<file path="config.mk">
export PLATFORM = sky130hd
export DESIGN_NAME = three_class_lane_credit_scheduler_top
export DESIGN_NICKNAME = d
export VERILOG_FILES = /design/src/design/tcls_pkg.sv /design/src/design/three_class_lane_credit_scheduler_top.sv /design/src/design/tcls_cell.sv /design/src/design/tcls_store.sv
export SDC_FILE = /design/constraint.sdc
export NUM_CORES = 2
export LEC_CHECK = 0
export BUFFER_PORTS_ARGS = -buffer_cell sky130_fd_sc_hd__buf_2
export CAP_MARGIN = 20
export CORE_UTILIZATION = 60
export DETAILED_ROUTE_END_ITERATION = 10
export PLACE_DENSITY = 0.76
export SLEW_MARGIN = 20
export SYNTH_ARGS = -nofsm -noshare
export SYNTH_HDL_FRONTEND = slang
export SYNTH_SLANG_ARGS = --single-unit
</file>
<file path="constraint.sdc">
create_clock -name clock -period 12.98 [get_ports clock]
set_input_delay 1.298 -clock clock [delete_from_list [all_inputs] [get_ports clock]]
set_output_delay 1.298 -clock clock [all_outputs]
set_load 0.02 [all_outputs]
</file>
<file path="src/design/tcls_pkg.sv">
// Shared codes and types for the three-class lane credit scheduler.
`default_nettype none
package tcls_pkg;

   // Operation codes carried on the request side
   localparam logic [1:0] OP_SUBMIT      = 2'd0;
   localparam logic [1:0] OP_COMPLETE    = 2'd1;
   localparam logic [1:0] OP_CANCEL_RECV = 2'd2;
   localparam logic [1:0] OP_CANCEL_ALL  = 2'd3;

   // Class and lane codes
   localparam logic [1:0] CLS_HIGH = 2'd0;
   localparam logic [1:0] CLS_STD  = 2'd1;
   localparam logic [1:0] CLS_LOW  = 2'd2;
   localparam int         NUM_CLS  = 3;

   // Result status codes
   localparam logic [1:0] ST_OK        = 2'd0;
   localparam logic [1:0] ST_FULL      = 2'd1;
   localparam logic [1:0] ST_IDLE_LANE = 2'd2;

   // Register indexes
   localparam logic [2:0] REG_HIGH_LIMIT = 3'd0;
   localparam logic [2:0] REG_STD_LIMIT  = 3'd1;
   localparam logic [2:0] REG_LOW_LIMIT  = 3'd2;
   localparam logic [2:0] REG_HIGH_TH    = 3'd3;
   localparam logic [2:0] REG_LOW_TH     = 3'd4;

   localparam int PRIO_BITS = 16;

   typedef enum logic [2:0] {
      S_IDLE, S_OP, S_SWEEP, S_PICK, S_SCAN, S_TAKE, S_DONE
   } state_type;

   // Commands from the sequencer to one class store
   typedef struct packed {
      logic append;
      logic remove;
      logic clear;
   } store_cmd_type;

endpackage
`default_nettype wire

</file>
<file path="src/design/three_class_lane_credit_scheduler_top.sv">
// Top level of the three-class lane credit scheduler: sequencer, lane credits and counters.
// Each request beat (submit, completion, cancel-by-receiver, cancel-all) yields exactly one
// response beat carrying the issued command, if any, a status and two running totals. The
// block works on one beat at a time: a submit, completion or cancel-all runs OP, PICK,
// SCAN (a minimum-priority scan over the entries of the issuing class), TAKE and DONE, or
// OP, PICK and DONE when nothing is issued; a cancel-by-receiver first sweeps every entry
// of each store in turn. The three class stores are rows of CLASS_DEPTH cells kept in
// arrival order; a removal shifts every later cell one place toward the head. A new
// request beat is taken while the previous response waits in the output register.
`default_nettype none
module three_class_lane_credit_scheduler_top #(
   parameter int CLASS_DEPTH   = 16,
   parameter int TAG_BITS      = 16,
   parameter int RECEIVER_BITS = 8
) (
   input  wire logic                clock,
   input  wire logic                reset,
   input  wire logic                req_tvalid,
   output logic                     req_tready,
   // opcode
   input  wire logic [1:0]          req_tuser,
   // request_priority, receiver_id, command_tag, completed_lane, zero fill
   input  wire logic [((tcls_pkg::PRIO_BITS+RECEIVER_BITS+TAG_BITS+2+7)/8)*8-1:0] req_tdata,
   output logic                     rsp_tvalid,
   input  wire logic                rsp_tready,
   // issue_valid, issue_tag, issue_receiver, issue_lane, status,
   // scheduled_count, processed_count, zero fill
   output logic [((1+TAG_BITS+RECEIVER_BITS+2+2+32+32+7)/8)*8-1:0] rsp_tdata,
   input  wire logic                csr_wen,
   input  wire logic [2:0]          csr_addr,
   input  wire logic [15:0]         csr_wdata
);
   import tcls_pkg::*;

   localparam int RB       = RECEIVER_BITS;
   localparam int TB       = TAG_BITS;
   localparam int EW       = PRIO_BITS + RB + TB;
   localparam int IW       = $clog2(CLASS_DEPTH);
   localparam int CW       = $clog2(CLASS_DEPTH + 1);
   localparam int RSP_BITS = 1 + TB + RB + 2 + 2 + 32 + 32;
   localparam int RSP_W    = ((RSP_BITS + 7) / 8) * 8;

   // Configuration registers
   logic [7:0]  lim_ff [NUM_CLS];
   logic signed [15:0] high_th_ff;
   logic [14:0] low_th_ff;

   // Latched request
   logic [1:0]                 op_ff;
   logic signed [PRIO_BITS-1:0] prio_ff;
   logic [RB-1:0]              recv_ff;
   logic [TB-1:0]              tag_ff;
   logic [1:0]                 lane_ff;

   // Sequencer state
   state_type   state_ff, state_in;
   logic [1:0]  sel_cls_ff;
   logic [1:0]  iss_lane_ff;
   logic [CW-1:0] idx_ff;
   logic signed [PRIO_BITS-1:0] best_prio_ff;
   logic [IW-1:0] best_idx_ff;
   logic [TB-1:0] best_tag_ff;
   logic [RB-1:0] best_recv_ff;
   logic [7:0]  active_ff [NUM_CLS];
   logic [31:0] sched_ff, proc_ff;
   logic        iss_valid_ff;
   logic [1:0]  status_ff;
   logic        rsp_valid_ff;
   logic [RSP_W-1:0] rsp_data_ff;

   // Store interface
   store_cmd_type cmd   [NUM_CLS];
   logic [EW-1:0] rd_e  [NUM_CLS];
   logic [CW-1:0] cnt   [NUM_CLS];
   logic [IW-1:0] pos;
   logic [EW-1:0] new_entry;

   logic          req_fire, push_ok;
   logic [1:0]    sub_cls;
   logic          sub_full;
   logic [EW-1:0] sel_e;
   logic signed [PRIO_BITS-1:0] sel_prio;
   logic [RB-1:0] sel_recv;
   logic [TB-1:0] sel_tag;
   logic          scan_end, sweep_hit;
   logic          free0, free1, free2, pick_go;
   logic [1:0]    pick_cls, pick_lane;

   for (genvar c = 0; c < NUM_CLS; c++) begin : g_store
      tcls_store #(
         .DEPTH(CLASS_DEPTH), .ENTRY_BITS(EW), .IDX_BITS(IW), .CNT_BITS(CW)
      ) u_store (
         .clock     (clock),
         .reset     (reset),
         .cmd       (cmd[c]),
         .pos       (pos),
         .new_entry (new_entry),
         .rd_idx    (idx_ff[IW-1:0]),
         .rd_entry  (rd_e[c]),
         .count     (cnt[c])
      );
   end

   assign req_tready = (state_ff == S_IDLE);
   assign req_fire   = req_tvalid && req_tready;
   assign push_ok    = !rsp_valid_ff || rsp_tready;
   assign rsp_tvalid = rsp_valid_ff;
   assign rsp_tdata  = rsp_data_ff;

   // Classify a submit against the thresholds, high test first
   always_comb begin
      if (prio_ff <= high_th_ff) begin
         sub_cls = CLS_HIGH;
      end else if (prio_ff >= $signed({1'b0, low_th_ff})) begin
         sub_cls = CLS_LOW;
      end else begin
         sub_cls = CLS_STD;
      end
      sub_full = (cnt[sub_cls] == CW'(CLASS_DEPTH));
   end

   // Unpack the entry under the scan index of the selected class
   assign sel_e     = rd_e[sel_cls_ff];
   assign sel_prio  = $signed(sel_e[EW-1 -: PRIO_BITS]);
   assign sel_recv  = sel_e[TB +: RB];
   assign sel_tag   = sel_e[TB-1:0];
   assign scan_end  = (idx_ff >= cnt[sel_cls_ff]);
   assign sweep_hit = !scan_end && (sel_recv == recv_ff);
   assign new_entry = {prio_ff, recv_ff, tag_ff};

   // Choose class and lane: high first, spill to lower lanes
   always_comb begin
      free0     = active_ff[0] < lim_ff[0];
      free1     = active_ff[1] < lim_ff[1];
      free2     = active_ff[2] < lim_ff[2];
      pick_go   = 1'b0;
      pick_cls  = CLS_LOW;
      pick_lane = CLS_LOW;
      if (cnt[CLS_HIGH] != '0) begin
         pick_cls  = CLS_HIGH;
         pick_go   = free0 || free1 || free2;
         pick_lane = free0 ? CLS_HIGH : (free1 ? CLS_STD : CLS_LOW);
      end else if (cnt[CLS_STD] != '0) begin
         pick_cls  = CLS_STD;
         pick_go   = free1 || free2;
         pick_lane = free1 ? CLS_STD : CLS_LOW;
      end else if (cnt[CLS_LOW] != '0) begin
         pick_go   = free2;
      end
   end

   // Next state
   always_comb begin
      state_in = state_ff;
      unique case (state_ff)
         S_IDLE:  if (req_fire) state_in = S_OP;
         S_OP:    state_in = (op_ff == OP_CANCEL_RECV) ? S_SWEEP : S_PICK;
         S_SWEEP: if (scan_end && sel_cls_ff == CLS_LOW) state_in = S_PICK;
         S_PICK:  state_in = pick_go ? S_SCAN : S_DONE;
         S_SCAN:  if (scan_end) state_in = S_TAKE;
         S_TAKE:  state_in = S_DONE;
         S_DONE:  if (push_ok) state_in = S_IDLE;
         default: state_in = S_IDLE;
      endcase
   end

   // Store commands
   always_comb begin
      for (int c = 0; c < NUM_CLS; c++) begin
         cmd[c] = '0;
      end
      pos = (state_ff == S_TAKE) ? best_idx_ff : idx_ff[IW-1:0];
      unique case (state_ff)
         S_OP: begin
            if (op_ff == OP_SUBMIT && !sub_full) begin
               cmd[sub_cls].append = 1'b1;
            end
            if (op_ff == OP_CANCEL_ALL) begin
               for (int c = 0; c < NUM_CLS; c++) begin
                  cmd[c].clear = 1'b1;
               end
            end
         end
         S_SWEEP: if (sweep_hit) cmd[sel_cls_ff].remove = 1'b1;
         S_TAKE:  cmd[sel_cls_ff].remove = 1'b1;
         default: ;
      endcase
   end

   always_ff @(posedge clock) begin
      if (reset) begin
         state_ff     <= S_IDLE;
         lim_ff[0]    <= 8'd1;
         lim_ff[1]    <= 8'd1;
         lim_ff[2]    <= 8'd1;
         high_th_ff   <= -16'sd1;
         low_th_ff    <= 15'd1;
         active_ff[0] <= '0;
         active_ff[1] <= '0;
         active_ff[2] <= '0;
         sched_ff     <= '0;
         proc_ff      <= '0;
         rsp_valid_ff <= 1'b0;
      end else begin
         state_ff <= state_in;

         // Take register writes
         if (csr_wen) begin
            case (csr_addr)
               REG_HIGH_LIMIT: lim_ff[0]  <= csr_wdata[7:0];
               REG_STD_LIMIT:  lim_ff[1]  <= csr_wdata[7:0];
               REG_LOW_LIMIT:  lim_ff[2]  <= csr_wdata[7:0];
               REG_HIGH_TH:    high_th_ff <= $signed(csr_wdata);
               REG_LOW_TH:     low_th_ff  <= csr_wdata[14:0];
               default: ;
            endcase
         end

         // Raise the response beat when there is room, drop it once taken
         if (state_ff == S_DONE && push_ok) begin
            rsp_valid_ff <= 1'b1;
         end else if (rsp_valid_ff && rsp_tready) begin
            rsp_valid_ff <= 1'b0;
         end

         case (state_ff)
            S_OP: begin
               case (op_ff)
                  OP_SUBMIT: begin
                     if (sub_full) proc_ff <= proc_ff + 32'd1;
                     else          sched_ff <= sched_ff + 32'd1;
                  end
                  OP_COMPLETE: begin
                     if (lane_ff != CLS_LOW + 2'd1 && active_ff[lane_ff] != '0) begin
                        active_ff[lane_ff] <= active_ff[lane_ff] - 8'd1;
                        proc_ff            <= proc_ff + 32'd1;
                     end
                  end
                  OP_CANCEL_ALL: begin
                     proc_ff <= proc_ff + 32'(cnt[0]) + 32'(cnt[1]) + 32'(cnt[2]);
                  end
                  default: ;
               endcase
            end
            S_SWEEP: if (sweep_hit) proc_ff <= proc_ff + 32'd1;
            S_TAKE:  active_ff[iss_lane_ff] <= active_ff[iss_lane_ff] + 8'd1;
            default: ;
         endcase
      end
   end

   // Payload and datapath registers
   always_ff @(posedge clock) begin
      case (state_ff)
         S_IDLE: begin
            if (req_fire) begin
               op_ff   <= req_tuser;
               prio_ff <= $signed(req_tdata[PRIO_BITS-1:0]);
               recv_ff <= req_tdata[PRIO_BITS +: RB];
               tag_ff  <= req_tdata[PRIO_BITS+RB +: TB];
               lane_ff <= req_tdata[PRIO_BITS+RB+TB +: 2];
            end
         end
         S_OP: begin
            iss_valid_ff <= 1'b0;
            best_tag_ff  <= '0;
            best_recv_ff <= '0;
            iss_lane_ff  <= '0;
            sel_cls_ff   <= CLS_HIGH;
            idx_ff       <= '0;
            status_ff    <= ST_OK;
            if (op_ff == OP_SUBMIT && sub_full) begin
               status_ff <= ST_FULL;
            end
            if (op_ff == OP_COMPLETE &&
                (lane_ff == CLS_LOW + 2'd1 || active_ff[lane_ff] == '0)) begin
               status_ff <= ST_IDLE_LANE;
            end
         end
         S_SWEEP: begin
            // Advance past a kept entry; after a removal the row moved under us
            if (scan_end) begin
               if (sel_cls_ff != CLS_LOW) begin
                  sel_cls_ff <= sel_cls_ff + 2'd1;
               end
               idx_ff <= '0;
            end else if (!sweep_hit) begin
               idx_ff <= idx_ff + 1'b1;
            end
         end
         S_PICK: begin
            sel_cls_ff <= pick_cls;
            if (pick_go) begin
               iss_lane_ff <= pick_lane;
            end
            idx_ff <= '0;
         end
         S_SCAN: begin
            // Keep the first strictly smaller priority: oldest wins a tie
            if (!scan_end) begin
               if (idx_ff == '0 || sel_prio < best_prio_ff) begin
                  best_prio_ff <= sel_prio;
                  best_idx_ff  <= idx_ff[IW-1:0];
                  best_tag_ff  <= sel_tag;
                  best_recv_ff <= sel_recv;
               end
               idx_ff <= idx_ff + 1'b1;
            end
         end
         S_TAKE: iss_valid_ff <= 1'b1;
         S_DONE: begin
            if (push_ok) begin
               rsp_data_ff <= RSP_W'({proc_ff, sched_ff, status_ff, iss_lane_ff,
                                      best_recv_ff, best_tag_ff, iss_valid_ff});
            end
         end
         default: ;
      endcase
   end
endmodule
`default_nettype wire

</file>
<file path="src/design/tcls_cell.sv">
// One slot of a class store: loads a new entry or takes its right neighbor's entry.
`default_nettype none
module tcls_cell #(
   parameter int ENTRY_BITS = 40
) (
   input  wire logic                  clock,
   input  wire logic                  load,
   input  wire logic                  shift,
   input  wire logic [ENTRY_BITS-1:0] load_data,
   input  wire logic [ENTRY_BITS-1:0] next_data,
   output logic      [ENTRY_BITS-1:0] data_q
);
   logic [ENTRY_BITS-1:0] data_ff, data_in;

   // Load a fresh entry, or close the gap by taking the neighbor's entry
   always_comb begin
      data_in = data_ff;
      if (load) begin
         data_in = load_data;
      end else if (shift) begin
         data_in = next_data;
      end
   end

   always_ff @(posedge clock) begin
      data_ff <= data_in;
   end

   assign data_q = data_ff;
endmodule
`default_nettype wire

</file>
<file path="src/design/tcls_store.sv">
// Class store: a row of cells kept in arrival order, with append, remove-at and clear.
`default_nettype none
module tcls_store #(
   parameter int DEPTH      = 16,
   parameter int ENTRY_BITS = 40,
   parameter int IDX_BITS   = 4,
   parameter int CNT_BITS   = 5
) (
   input  wire logic                    clock,
   input  wire logic                    reset,
   input  wire tcls_pkg::store_cmd_type cmd,
   input  wire logic [IDX_BITS-1:0]     pos,
   input  wire logic [ENTRY_BITS-1:0]   new_entry,
   input  wire logic [IDX_BITS-1:0]     rd_idx,
   output logic      [ENTRY_BITS-1:0]   rd_entry,
   output logic      [CNT_BITS-1:0]     count
);
   import tcls_pkg::*;

   logic [CNT_BITS-1:0]   count_ff, count_in;
   logic [ENTRY_BITS-1:0] cell_q [DEPTH];

   // Build the row; the last cell takes zeros when shifting
   for (genvar i = 0; i < DEPTH; i++) begin : g_cell
      logic [ENTRY_BITS-1:0] nxt;
      if (i == DEPTH - 1) begin : g_end
         assign nxt = '0;
      end else begin : g_mid
         assign nxt = cell_q[i+1];
      end
      tcls_cell #(.ENTRY_BITS(ENTRY_BITS)) u_cell (
         .clock     (clock),
         .load      (cmd.append && (count_ff == CNT_BITS'(i))),
         .shift     (cmd.remove && (IDX_BITS'(i) >= pos)),
         .load_data (new_entry),
         .next_data (nxt),
         .data_q    (cell_q[i])
      );
   end

   // Track the fill level
   always_comb begin
      count_in = count_ff;
      if (cmd.clear) begin
         count_in = '0;
      end else if (cmd.append) begin
         count_in = count_ff + 1'b1;
      end else if (cmd.remove) begin
         count_in = count_ff - 1'b1;
      end
   end

   always_ff @(posedge clock) begin
      if (reset) begin
         count_ff <= '0;
      end else begin
         count_ff <= count_in;
      end
   end

   assign count    = count_ff;
   assign rd_entry = cell_q[rd_idx];
endmodule
`default_nettype wire

</file>
# ---- Word level (Yosys, flattened, before mapping)
# Memory sizes are Yosys's and may differ from the RTL's. A register that Yosys moved wholly into a read port is not among the register bits.
# Cells that the tools add are included.
dict set report word_totals {
  reg_bits 2227
  ramBits 48
  inputBits 74
  out_inout_bits 98
  word_cells 613
  mem_count 2
}
dict set report classes {
  addsub 15
  magnitude_cmp 28
  n_eq_ne 78
  muxes 206
  bitwise 8
  n_reduce_logical 204
}
# name depth word_bits rd rd_ports_with_merged_regs wr line
set memory_table {}
lappend memory_table {active_ff 3 8 5 2 3 three_class_lane_credit_scheduler_top.sv:64} ;# logic [7:0] active_ff [NUM_CLS];
lappend memory_table {lim_ff 3 8 3 0 3 three_class_lane_credit_scheduler_top.sv:44} ;# logic [7:0] lim_ff [NUM_CLS];
# operator n
set op_table {}
lappend op_table {{40-bit two-way mux} 104}
lappend op_table {{40-bit binary-select mux with 4-bit select} 3}
lappend op_table {{5-bit by 4-bit equality test with 1-bit output (second input constant)} 24}
lappend op_table {{2-bit nonzero test} 56}
lappend op_table {{1-bit logical AND} 107}
lappend op_table {{32-bit by 5-bit adder with 32-bit output} 3}
lappend op_table {{32-bit two-way mux} 3}
lappend op_table {{32-bit one-hot mux with 3 select lines} 1}
lappend op_table {{40-bit binary-select mux with 2-bit select} 1}
lappend op_table {{5-bit two-way mux} 13}
lappend op_table {{32-bit by 1-bit adder with 32-bit output (second input constant)} 2}
lappend op_table {{8-bit two-way mux} 8}
lappend op_table {{32-bit one-hot mux with 2 select lines} 1}
lappend op_table {{5-bit by 3-bit equality test with 1-bit output (second input constant)} 12}
lappend op_table {{1-bit two-way mux} 34}
lappend op_table {{2-bit two-way mux} 17}
lappend op_table {{4-bit >= comparator (first input constant)} 8}
lappend op_table {{16-bit two-way mux} 2}
lappend op_table {{16-bit one-hot mux with 2 select lines} 1}
lappend op_table {{5-bit by 2-bit equality test with 1-bit output (second input constant)} 6}
lappend op_table {{9-bit one-hot mux with 3 select lines} 1}
lappend op_table {{8-bit < comparator} 3}
lappend op_table {{2-bit != test (second input constant)} 11}
lappend op_table {{3-bit one-hot mux with 7 select lines} 1}
lappend op_table {{55 further kinds} 117}

# ---- Logic depth before layout (Yosys ltp)
dict set report logic_depth {
  ltp_word 16
  mapped_depth 25
  ltp_nobuf 16
}

# ---- Modules after synthesis
# Synthesis repeated with hierarchy kept, for this count alone.
dict set report hier_totals {
  hier_cells 6957
  area_unflattened_um2 124986.1
}
# module instances cells_per_inst area_each_um2 seq_area_each_um2
set by_module_without_submodules {}
lappend by_module_without_submodules {tcls_cell 48 86 1895.6 1201.2}
lappend by_module_without_submodules {three_class_lane_credit_scheduler_top 1 1545 17272.8 9539.1}
lappend by_module_without_submodules {tcls_store 3 428 5575.3 100.1}

# ---- Least setup slack after synthesis
# No wires, ideal clock.
dict set report synth_timing {
  path_type {reg-to-reg}
  from {register sel_cls_ff[1]}
  to {register g_store[0].u_store.g_cell[9].u_cell.data_ff[0] (enable)}
  setup_time_ps 493
  arrival_ps 6394
  t_required_ps 12487
  slack_ps 6093
  path_stages_with_launch 18
  n_path_buf 5
  period_less_slack_ps 6887
  path_cell_list {edfxtp_1 clkbuf_1 inv_1 nor2_1 clkbuf_1 buf_1 a21oi_1 ha_1 a21oi_1 nor2b_1 o21ai_0 a21oi_1 nor4b_4 nand4_4 a21bo_2 clkbuf_1 clkbuf_1 o21ai_0}
}
dict set report synth_via {
  elab_chain_len 11
  elab_cells_between_ends 20
  cone_classes {order compare: 3; eq/ne: 1; mux: 10; bitwise: 1; reduce/logical: 5}
}
# item line
set synth_rtl {}
lappend synth_rtl {{start: declaration} three_class_lane_credit_scheduler_top.sv:57} ;# logic [1:0] sel_cls_ff;
lappend synth_rtl {{start signal: assignment} three_class_lane_credit_scheduler_top.sv:284} ;# sel_cls_ff <= sel_cls_ff + 2'd1;
lappend synth_rtl {{start signal: assignment} three_class_lane_credit_scheduler_top.sv:292} ;# sel_cls_ff <= pick_cls;
lappend synth_rtl {{2-bit inverter with 3-bit output (not written as such) (*)} n/a}
lappend synth_rtl {{5-bit binary-select mux with 2-bit select} three_class_lane_credit_scheduler_top.sv:127} ;# assign scan_end = (idx_ff >= cnt[sel_cls_ff]);
lappend synth_rtl {{5-bit two-way mux (not written as such) (2 in a row)} three_class_lane_credit_scheduler_top.sv:127}
lappend synth_rtl {{5-bit >= comparator} three_class_lane_credit_scheduler_top.sv:127}
lappend synth_rtl {{1-bit logical NOT} n/a}
lappend synth_rtl {{1-bit logical AND} three_class_lane_credit_scheduler_top.sv:128} ;# assign sweep_hit = !scan_end && (sel_recv == recv_ff);
lappend synth_rtl {{8-bit two-way mux} three_class_lane_credit_scheduler_top.sv:184} ;# S_SWEEP: if (sweep_hit) cmd[sel_cls_ff].remove = 1'b1;
lappend synth_rtl {{9-bit one-hot mux with 3 select lines (*)} three_class_lane_credit_scheduler_top.sv:173} ;# unique case (state_ff)
lappend synth_rtl {{1-bit logical AND (*)} tcls_store.sv:34} ;# .shift (cmd.remove && (IDX_BITS'(i) >= pos)),
lappend synth_rtl {{2-bit nonzero test (no source line) (*)} n/a}
lappend synth_rtl {{end signal: assignment} tcls_cell.sv:26} ;# data_ff <= data_in;
lappend synth_rtl {{end: declaration} tcls_cell.sv:13} ;# logic [ENTRY_BITS-1:0] data_ff, data_in;
# Every way passes the cells marked *; elsewhere a longest branch is shown, timed or not. The select of a mux whose other input is x is not followed.
# A chain may end at the register's enable or synchronous reset.

# ---- Final worst setup path
dict set report layout_timing {
  from {register idx_ff[0]}
  to {register best_tag_ff[4] (enable)}
}
dict set report layout_via {
  elab_chain_len 11
  elab_cells_between_ends 20
  cone_classes {order compare: 2; eq/ne: 2; mux: 12; bitwise: 1; reduce/logical: 3}
}
# item line
set layout_rtl {}
lappend layout_rtl {{start: declaration} three_class_lane_credit_scheduler_top.sv:59} ;# logic [CW-1:0] idx_ff;
lappend layout_rtl {{start signal: assignment} three_class_lane_credit_scheduler_top.sv:288} ;# idx_ff <= idx_ff + 1'b1;
lappend layout_rtl {{start signal: assignment} three_class_lane_credit_scheduler_top.sv:307} ;# idx_ff <= idx_ff + 1'b1;
lappend layout_rtl {{4-bit inverter with 5-bit output (not written as such) (*)} tcls_store.sv:62} ;# assign rd_entry = cell_q[rd_idx];
lappend layout_rtl {{40-bit binary-select mux with 4-bit select} tcls_store.sv:62}
lappend layout_rtl {{40-bit two-way mux (not written as such) (2 in a row)} tcls_store.sv:62}
lappend layout_rtl {{40-bit binary-select mux with 2-bit select (*)} three_class_lane_credit_scheduler_top.sv:123} ;# assign sel_e = rd_e[sel_cls_ff];
lappend layout_rtl {{40-bit two-way mux (not written as such) (*) (2 in a row)} three_class_lane_credit_scheduler_top.sv:123}
lappend layout_rtl {{named net sel_e[33]} three_class_lane_credit_scheduler_top.sv:81} ;# logic [EW-1:0] sel_e;
lappend layout_rtl {{16-bit < comparator (*)} three_class_lane_credit_scheduler_top.sv:301} ;# if (idx_ff == '0 || sel_prio < best_prio_ff) begin
lappend layout_rtl {{1-bit logical OR (*)} three_class_lane_credit_scheduler_top.sv:301}
lappend layout_rtl {{2-bit != test (no source line) (*)} n/a}
lappend layout_rtl {{3-bit AND reduction (no source line) (*)} n/a}
lappend layout_rtl {{end signal: assignment} three_class_lane_credit_scheduler_top.sv:304} ;# best_tag_ff <= sel_tag;
lappend layout_rtl {{end: declaration} three_class_lane_credit_scheduler_top.sv:62} ;# logic [TB-1:0] best_tag_ff;
# The timed path passes the listed nets; every way through them passes the cells marked *. The select of a mux whose other input is x is not followed.

==> flow_summary.yaml <==
power_and_ir_drop:
  power.leakage_nw: 41.8
  finalPower_mw: 19.7
  vdd_drop_max_mv: 0.242
  powerDensity_nw_per_um2: 159
global_routing:
  grt_pass1_vias: 67765
  grt_pass1_wl_um: 458000
  grt_max_degree: 121
  grt_overflow: 0
  grt_usage_pct: 33.0
  grt_antenna_before_repair: 13
logic_synthesis:
  synth_area_leaders: "edfxtp_1, mux2_2, mux4_2, dfxtp_1, nand2_1"
  synthAdderAreaFrac_pct: 1.42
  syn-cell-area_um2: 113000
  synth_compound_area_share_pct: 2.54
  yosys.cell_types.count: 87
  synth.area.mux_share_pct: 28.3
  yosysSeqAreaShare_pct: 59.7
  yosys.area.top_type_share_pct: 57.6
  synth_edf_count: 2169
  synthArstFlopShare_pct: 0
  synthSimpleGateAreaFrac_pct: 4.79
  syn_inst: 7144
  yosys.cell_count.top_type: "edfxtp_1"
  ys_ff_latch: 2287
  synth-xor-area-share_pct: 0.542
  avgSynthCellArea_um2: 15.8
  ys.flop_type: "edfxtp_1"
  yosys.area.top_type: "edfxtp_1"
  synth_top_family_by_area: "multiplexers"
  synth_warnings: 0
  synthTopCellsByCount: "edfxtp_1, mux2_2, nand2_1, mux4_2, clkbuf_1"
final_layout:
  layout.cells.non_filler: 9764
  register_area_um2: 67500
  multi_input_area_um2: 43400
  drive_above_1_share_pct: 41.1
  fill_cells: 12709
  final_cell_area_um2: 124000
  post-route-util_pct: 66.5
  final_nets: 7294
  area_growth_pct: 9.48
timing:
  grt_setup_unrepaired: "false"
  skew_ns: 0.0478
  hold_viol_final: 0
  fin_crit_ns: 7.57
  tightest_slew_ns: 1.14
  slew_headroom_pct: 22.2
  period_share_pct: 58.4
  slew_violations: 0
  finalSetupTns_ns: 0
  timing.hold.ws_ns: 0.417
  max_clock_freq_ghz: 0.132
  worst_slack_ns: 5.41
  setup_violations: 0
critical_path:
  reg2reg_depth: 18
  crit_start: "idx_ff[0]"
  cp.required_ns: 13.45
  cp_max_fo: 98
  critPathKind: "flip-flop to flip-flop"
  r2r_start: "idx_ff[0]"
  rrSetupSlack_ns: 5.41
  r2r-end: "best_tag_ff[4]"
  cp-end-kind: "flip-flop"
  start_kind: "flip-flop"
  critPathArrivalTime_ns: 8.05
detailed_routing:
  drt_first_pass_iters: 6
  first_iter_violations: 8056
  vias_per_cell: 6.89
  vias: 67229
  ant_nets: 0
  routedWlPerCell_um: 32.3
  drt-total-wl_um: 315000
  route.detailed.drc: 0
clock_tree:
  ctsResizeCount: 0
  clk_latency_ns: 0.88
  cts_tree: "yes"
  clk_pin_slew_worst_paths_ns: 0.06
  ctsRootBufferMaster: "clkbuf_16"
  clock_path_buffers: 3
  postCtsHoldBufs: 0
  cts_htree_levels: 4
  numCtsBuffers: 231
  cts.sinks: 2287
  postCtsSetupBuffers: 0
floorplan:
  rows: 158
  dieArea_um2: 190000
  die_h_um: 436
  io_pins: 172
  die_w_um: 436
  coreArea_um2: 186000
  start_util_pct: 60.7
placement:
  dp_hpwl_um: 180000
  gp_congestion: 0.895
  dp_slack_ns: 5.55
  placed_cell_area_um2: 117000
  dp_cells: 9345
  portBuffers: 162
worst_hold_path:
  hold_end: "rsp_tdata[10]"
  hold_depth: 0
  holdCritStartpoint: "best_tag_ff[9]"
  hold_path.class: "flip-flop to flip-flop"
status:
  status: "complete, no violations"
flow_run:
  drv_cap: 0
-- power breakdown --
| group | switching, mW | internal (mW) | leakage [nW] |
|---|---|---|---|
| Sequential | 0.0825 | 8.14 | 20.6 |
| Combinational | 3.12 | 2.08 | 17.8 |
| Clock | 2.82 | 3.46 | 3.39 |
-- worst max path at each step --
stage | to | cells after the start
6_report | best_tag_ff[4] | 18
5_1_grt | best_tag_ff[4] | 18
4_1_cts | best_tag_ff[4] | 18
3_5_place_dp | g_store[0].u_store.g_cell[12].u_cell.data_q[36] | 13
3_3_place_gp | best_tag_ff[5] | 18
2_1_floorplan | g_store[0].u_store.g_cell[9].u_cell.data_q[0] | 17
-- kinds of logic after synthesis --
| family | after synthesis |
|---|---|
| AO/OA/AOI/OAI | 459 |
| adder cells (fa/ha/maj) | 122 |
| flip-flops | 2287 |
| XOR/XNOR | 70 |
| AND/OR/NAND/NOR | 1166 |
| other | 1 |
| buffers and inverters | 762 |
| multiplexers | 2277 |
-- metal layers --
metal,up-vias,GRT usage (%),wire (um)
li1,27839,-,-
met1,34730,43.1,116000
met2,3912,53.0,149000
met3,744,7.18,33300
met4,4,15.4,16700
met5,-,0,122
-- area by class of cell --
cell class | instances | area share [%]
tap | 2480 | 2.51
antenna | 3 | 0.00607
sequential | 2287 | 54.5
timing repair buffer | 354 | 1.88
clock buffer | 303 | 4.97
inverter | 126 | 0.382
multi-input combinational | 4098 | 35.1
clock inverter | 113 | 0.653
-- worst max-delay path, stage by stage (launching register included) --
cell and delay [ns]:
edfxtp_1 0.52, buf_12 0.66, buf_4 0.78, mux4_2 0.59, mux4_2 0.50, mux2i_1 0.72
o21ai_0 0.29, ha_1 0.37, a21oi_1 0.19, nor2b_1 0.07, o21ai_0 0.14, nand2b_1 0.07
a21oi_1 0.17, nor2b_1 0.07, o21ai_0 0.14, nand3_1 0.09, o21ai_0 0.09, o211a_1 0.86
or2_2 0.76
-- sequential cells by signal (all words and copies together), names as in the netlist, 3 cells and up, named ones only --
name                                  count
best_idx_ff                               4
prio_ff                                  16
active_ff                                32
g_store.u_store.g_cell.u_cell.data_q   1920
state_ff                                  3
proc_ff                                  32
best_recv_ff                              8
sched_ff                                 32
lim_ff                                   24
rsp_tdata                                93
best_tag_ff                              16
recv_ff                                   8
high_th_ff                               16
low_th_ff                                15
idx_ff                                    5
best_prio_ff                             16
tag_ff                                   16
g_store.u_store.count                    15
-- layout by cell type, fill, tap and decap left out, types with 118 or more instances in the layout --
master	instances
and3_1	129
dfxtp_1	118
edfxtp_1	2169
nor2_1	169
clkbuf_16	234
inv_1	122
buf_4	186
buf_2	162
mux2_2	1631
mux4_2	573
nand2_1	575
Note: power is estimated with default switching activity, not from simulation.
